<file path="config.mk">
export PLATFORM = sky130hd
export DESIGN_NAME = btint_ctrl
export DESIGN_NICKNAME = d
export VERILOG_FILES = /design/src/btint_pkg.sv /design/src/btint_ctrl.sv
export VERILOG_INCLUDE_DIRS = /design/src /design/src/src
export SDC_FILE = /design/constraint.sdc
export NUM_CORES = 1
export LEC_CHECK = 0
export BUFFER_PORTS_ARGS = -buffer_cell sky130_fd_sc_hd__buf_2
export CORE_UTILIZATION = 25
export CTS_BUF_LIST = sky130_fd_sc_hd__clkbuf_8
export DETAILED_ROUTE_END_ITERATION = 8
export GPL_TIMING_DRIVEN = 0
export PLACE_DENSITY_LB_ADDON = 0.3
export RECOVER_POWER = 25
export SYNTH_ARGS = -nofsm -noshare
export SYNTH_HDL_FRONTEND = slang
export SYNTH_SLANG_ARGS = --single-unit
</file>
<file path="constraint.sdc">
create_clock -name clk -period 3.2 [get_ports clk]
set_clock_uncertainty 0.15 [all_clocks]
set_input_delay 0.16 -clock clk [delete_from_list [all_inputs] [get_ports clk]]
set_output_delay 0.16 -clock clk [all_outputs]
set_load 0.005 [all_outputs]
</file>
<file path="src/bilinear_table_interpolator_core_macros.svh">
// Assertion macros for the bilinear table interpolator.
`ifndef BILINEAR_TABLE_INTERPOLATOR_CORE_MACROS_SVH
`define BILINEAR_TABLE_INTERPOLATOR_CORE_MACROS_SVH

`ifndef SYNTHESIS
`define BTINT_ASSERT(lbl, clk, rstn, prop) \
	lbl: assert property (@(posedge clk) disable iff (!rstn) prop) \
	else $error("btint assertion failed");
`define BTINT_ASSERT_ALWAYS(lbl, clk, prop) \
	lbl: assert property (@(posedge clk) prop) \
	else $error("btint assertion failed");
`else
`define BTINT_ASSERT(lbl, clk, rstn, prop)
`define BTINT_ASSERT_ALWAYS(lbl, clk, prop)
`endif

`endif

</file>
<file path="src/btint_pkg.sv">
package btint_pkg;

	localparam logic [1:0] KIND_BP     = 2'd0;
	localparam logic [1:0] KIND_XTAB   = 2'd1;
	localparam logic [1:0] KIND_YTAB   = 2'd2;
	localparam logic [1:0] KIND_LOOKUP = 2'd3;

	localparam logic REG_POINTS = 1'b0;
	localparam logic REG_RES    = 1'b1;

	localparam int CNT_W     = 7;
	localparam int DIV_STEPS = 25;
	localparam int Q_W       = 25;
	localparam int AX_W      = 25;
	localparam int NUM_W     = 41;
	localparam int P_W       = 57;

	typedef struct packed {
		logic [1:0]         kind;
		logic [3:0]         table_row;
		logic [3:0]         table_col;
		logic signed [7:0]  table_value;
		logic signed [15:0] in_x;
		logic signed [15:0] in_y;
	} item_t;

	typedef struct packed {
		logic               in_range;
		logic signed [23:0] out_x;
		logic signed [23:0] out_y;
	} result_t;

	typedef struct packed {
		logic             capture;
		logic             scan;
		logic             check;
		logic             tread;
		logic             mul1;
		logic             mul2;
		logic             mul3;
		logic             prep;
		logic             div_step;
		logic             load_out;
		logic [CNT_W-1:0] cnt;
	} cmd_t;

	typedef struct packed {
		logic scan_last;
		logic bad;
		logic out_free;
	} sts_t;

endpackage

</file>
<file path="src/btint_ctrl.sv">
`include "bilinear_table_interpolator_core_macros.svh"

module btint_ctrl (
	input  logic            clk,
	input  logic            arst_n,
	input  logic            item_valid,
	input  logic [1:0]      item_kind,
	output logic            item_stall,
	input  btint_pkg::sts_t sts,
	output btint_pkg::cmd_t cmd
);
	import btint_pkg::*;

	localparam logic [3:0] ST_IDLE     = 4'd0;
	localparam logic [3:0] ST_SCAN     = 4'd1;
	localparam logic [3:0] ST_SCAN_END = 4'd2;
	localparam logic [3:0] ST_CHECK    = 4'd3;
	localparam logic [3:0] ST_TREAD    = 4'd4;
	localparam logic [3:0] ST_TWAIT    = 4'd5;
	localparam logic [3:0] ST_MUL1     = 4'd6;
	localparam logic [3:0] ST_MUL2     = 4'd7;
	localparam logic [3:0] ST_MUL3     = 4'd8;
	localparam logic [3:0] ST_PREP     = 4'd9;
	localparam logic [3:0] ST_DIV      = 4'd10;
	localparam logic [3:0] ST_OUT      = 4'd11;

	logic [3:0]       state_q, state_d;
	logic [CNT_W-1:0] cnt_q, cnt_d;
	logic             accept;

	assign item_stall = (state_q != ST_IDLE);
	assign accept     = item_valid && !item_stall;

	always_comb begin
		state_d = state_q;
		cnt_d   = cnt_q;
		cmd     = '0;
		cmd.cnt = cnt_q;
		unique case (state_q)
			ST_IDLE: begin
				cmd.capture = accept;
				cnt_d = '0;
				if (accept && item_kind == KIND_LOOKUP) state_d = ST_SCAN;
			end
			ST_SCAN: begin
				cmd.scan = 1'b1;
				cnt_d = cnt_q + 1'b1;
				if (sts.scan_last) state_d = ST_SCAN_END;
			end
			ST_SCAN_END: state_d = ST_CHECK;
			ST_CHECK: begin
				cmd.check = 1'b1;
				cnt_d = '0;
				state_d = sts.bad ? ST_OUT : ST_TREAD;
			end
			ST_TREAD: begin
				cmd.tread = 1'b1;
				cnt_d = cnt_q + 1'b1;
				if (cnt_q == CNT_W'(3)) state_d = ST_TWAIT;
			end
			ST_TWAIT: state_d = ST_MUL1;
			ST_MUL1: begin
				cmd.mul1 = 1'b1;
				state_d = ST_MUL2;
			end
			ST_MUL2: begin
				cmd.mul2 = 1'b1;
				state_d = ST_MUL3;
			end
			ST_MUL3: begin
				cmd.mul3 = 1'b1;
				state_d = ST_PREP;
			end
			ST_PREP: begin
				cmd.prep = 1'b1;
				cnt_d = '0;
				state_d = ST_DIV;
			end
			ST_DIV: begin
				cmd.div_step = 1'b1;
				cnt_d = cnt_q + 1'b1;
				if (cnt_q == CNT_W'(DIV_STEPS - 1)) state_d = ST_OUT;
			end
			ST_OUT: begin
				if (sts.out_free) begin
					cmd.load_out = 1'b1;
					state_d = ST_IDLE;
				end
			end
			default: state_d = ST_IDLE;
		endcase
	end

	always_ff @(posedge clk or negedge arst_n) begin
		if (!arst_n) begin
			state_q <= ST_IDLE;
			cnt_q   <= '0;
		end else begin
			state_q <= state_d;
			cnt_q   <= cnt_d;
		end
	end

	`BTINT_ASSERT(a_lookup_blocks, clk, arst_n, accept && item_kind == KIND_LOOKUP |=> item_stall)
	`BTINT_ASSERT(a_load_needs_room, clk, arst_n, cmd.load_out |-> sts.out_free)
	`BTINT_ASSERT(a_div_bound, clk, arst_n, state_q == ST_DIV |-> cnt_q < CNT_W'(DIV_STEPS))
	`BTINT_ASSERT(a_load_ends, clk, arst_n, cmd.load_out |=> !item_stall)
endmodule

</file>
==> key figures <==
Worst setup path
  • Kind of end point of the critical path: flip-flop
  • CP Class: reg -> reg
  • Crit path launch type: flip-flop
  • Crit path DAT: 1.96 ns
  • FF-to-FF setup slack: roughly 1.2 ns
  • End of the worst register-to-register path: state_q[1]
  • Reg2Reg Depth: 6
  • CP max FO: 6
  • CP Data Required Time: roughly 3.2 ns
  • Worst reg2reg path startpoint: cnt_q[0]

Final layout
  • Most frequent cells in the layout: 26 x buf_2, 11 x dfrtp_1, 9 x inv_1
  • Area delta synth->final: 26.4%
  • Post-Layout Cell Count: between 150 and 200
  • Commonest non-fill, non-tap cell in the layout: buf_2
  • Final #Nets: approximately 140
  • Diodes inserted: 0
  • # fillers: 372
  • Layout cells sized above 1: 0.286

Global routing
  • Total GRT Usage: 0.134
  • Largest net degree at the start of global routing: 12
  • GR Overflow Total: 0
  • Antenna violations before repair: 0
  • Vias in the first global route: between 700 and 800
  • Global-route wire length before repair: approximately 3700 um

STA
  • Setup TNS: 0 ns
  • RSZ-0062 raised after global routing: no
  • Fin. max-slew vios: 0
  • Final Hold Vio Count: 0
  • Worst Max-Slew Pin Slew: roughly 0.66 ns
  • Count of final setup violators: 0
  • Worst rel slew slack: 0.560
  • Fin Hold WS: 0.0338 ns
  • Final Critical Period: 1.99 ns
  • Final Cycle Share: 0.621
  • Peak Freq: roughly 0.50 GHz

Clock tree
  • CTS Buf Count: 3
  • Worst-path clk slew: 0.05 ns
  • Clk_lat worst skew: between 0.2 and 0.25 ns
  • H-tree depth: 1
  • Setup Buffers After CTS: 0
  • CTS tree: built
  • Clock sink total: 11
  • CTS root buf: clkbuf_8
  • CTS resizes: 0
  • CTS Hold Bufs: 1
  • Clk buf depth: 2

Route
  • Via Count: a little under 900
  • Post-detailed-route wirelength per cell: 12.5 um
  • Post-DRT Antenna Nets: 0
  • Via/cell ratio: 4.94
  • Initial DRC Count: 38
  • Drt total wl: between 2000 and 2500 um
  • Pre-Repair DR Iteration Count: 4
  • DRC violations left: 0

Power
  • PwrDens: 856 nW/um2
  • Leakage dissipation: approximately 0.54 nW
  • Worst vdd ir: 0.264 mV

Yosys
  • Synth Register Bits: 11
  • Synth Net Count: between 100 and 150
  • Post-Syn Area: 895 um2
  • Average size of a mapped cell: 8.69 um2
  • Post-synth top area share: 0.308
  • Post-Syn Instances: around 100
  • Largest area contributor in the netlist: dfrtp_1
  • Distinct cell type count after synthesis: between 40 and 50
  • Area contributors post-synth: dfrtp_1 31%, nor3_1 4.5%, o21ai_1 3.4%
  • Synthesis Warnings: 0
  • Seq/Total Area, Yosys: 0.308

Place
  • DP HPWL: roughly 1700 um
  • Routability cong.: about 0.86
  • Placed Cells: about 170
  • Port bufs: 25

Status
  • Outcome: finished, final reports clean

Die
  • Placeable Area: roughly 3400 um2
  • Die span in y: 61.8 um
  • Row Count: 21
  • Boundary Pins: 26
  • Die width: between 60 and 70 um
  • Initial Util: 0.264
  • Die area: between 3000 and 4000 um2

Job
  • Max cap viols: 0

Min path
  • Sink of the worst hold path: state_q[2]
  • Hold Crit Class: in -> reg
  • HP Start: sts[1]
  • Worst hold stages: 2
sequential cells by signal, indices dropped and copies added, names as in the netlist:
register,cells
cnt_q,7
state_q,4
power by group:
group          total (mW)  switching (mW)  leakage (nW)  internal (mW)
combinational       0.593           0.319         0.365          0.273
sequential          0.238          0.0554         0.144          0.183
clock               0.137          0.0532        0.0269         0.0843
total               0.968           0.428         0.536          0.541
layer usage:
metal	global-route usage	wire length, um
met5	0	0
met4	0.0667	27
met3	0.0228	86
met2	0.224	1040
met1	0.166	1070
Yosys cell counts:
cell type,count
buf_2,2
nor2b_1,2
nor3b_1,1
ha_1,2
clkbuf_1,2
o21ai_0,2
mux2_4,1
a22o_1,1
a21oi_1,5
o21ai_1,6
a2111oi_4,1
o21bai_1,1
o41ai_1,2
nand2b_1,2
nand3b_1,2
inv_1,8
nor4bb_2,1
mux2_2,1
o21a_1,2
nor4b_1,1
or3b_1,1
dfrtp_1,11
xor2_1,1
mux2i_1,1
a22oi_1,1
nor4_1,1
buf_6,2
and3b_1,1
o22ai_1,3
o31ai_1,2
nand2_1,4
nor4bb_1,1
a21o_1,3
nand3_1,5
o2111ai_1,1
nor3_1,8
nor2_1,5
and2_1,3
a21oi_4,1
o32a_2,1
buf_4,1
and3_1,1
critical path, cell delays in order, from the launching register on:
cell and delay [ns]:
dfrtp_1 0.42, inv_1 0.08, ha_1 0.16, nand3_1 0.09, a22o_1 0.25, a2111oi_4 0.39, mux2_4 0.33
cell type report:
type | instances | area (um2) | area share
multi-input cells | 77 | 542 | 0.479
plain buffers | 7 | 47.5 | 0.0420
flip-flops and latches | 11 | 275 | 0.243
clock inverters | 1 | 3.75 | 0.00332
clock buffers | 3 | 41.3 | 0.0365
inverters | 8 | 30.0 | 0.0265
well taps | 46 | 57.6 | 0.0509
repair buffers | 26 | 134 | 0.118
stage by stage:
step / util / cell area [um2] / setup slack [ns] / power [mW]
2_1_floorplan: - / 895 / 1.35 / 0.676
6_report: 0.334 / 1130 / 1.21 / 0.968
5_1_grt: 0.334 / 1130 / 1.10 / 1.06
4_1_cts: 0.334 / 1130 / 1.20 / 0.975
3_5_place_dp: 0.318 / 1080 / 1.21 / 0.832
3_3_place_gp: 0.318 / 1080 / 1.20 / 0.823
worst max-delay path by stage:
stage	from	to	slack, ns
CTS	cnt_q[0]	state_q[1]	1.20
finish	cnt_q[0]	state_q[1]	1.21
global route	cnt_q[0]	state_q[1]	1.10
floorplan	cnt_q[0]	state_q[1]	1.35
global placement	cnt_q[0]	state_q[1]	1.20
detailed placement	cnt_q[0]	state_q[1]	1.21
kinds of logic after synthesis:
logic type,synth area share
buffers and inverters,0.0867
AOI/OAI and AO/OA,0.270
and+or+nand+nor,0.257
adders and majority gates,0.0280
muxes,0.0406
xor gates and xnor gates,0.00979
DFF,0.308
No activity file was read; power rests on OpenSTA's default activity.
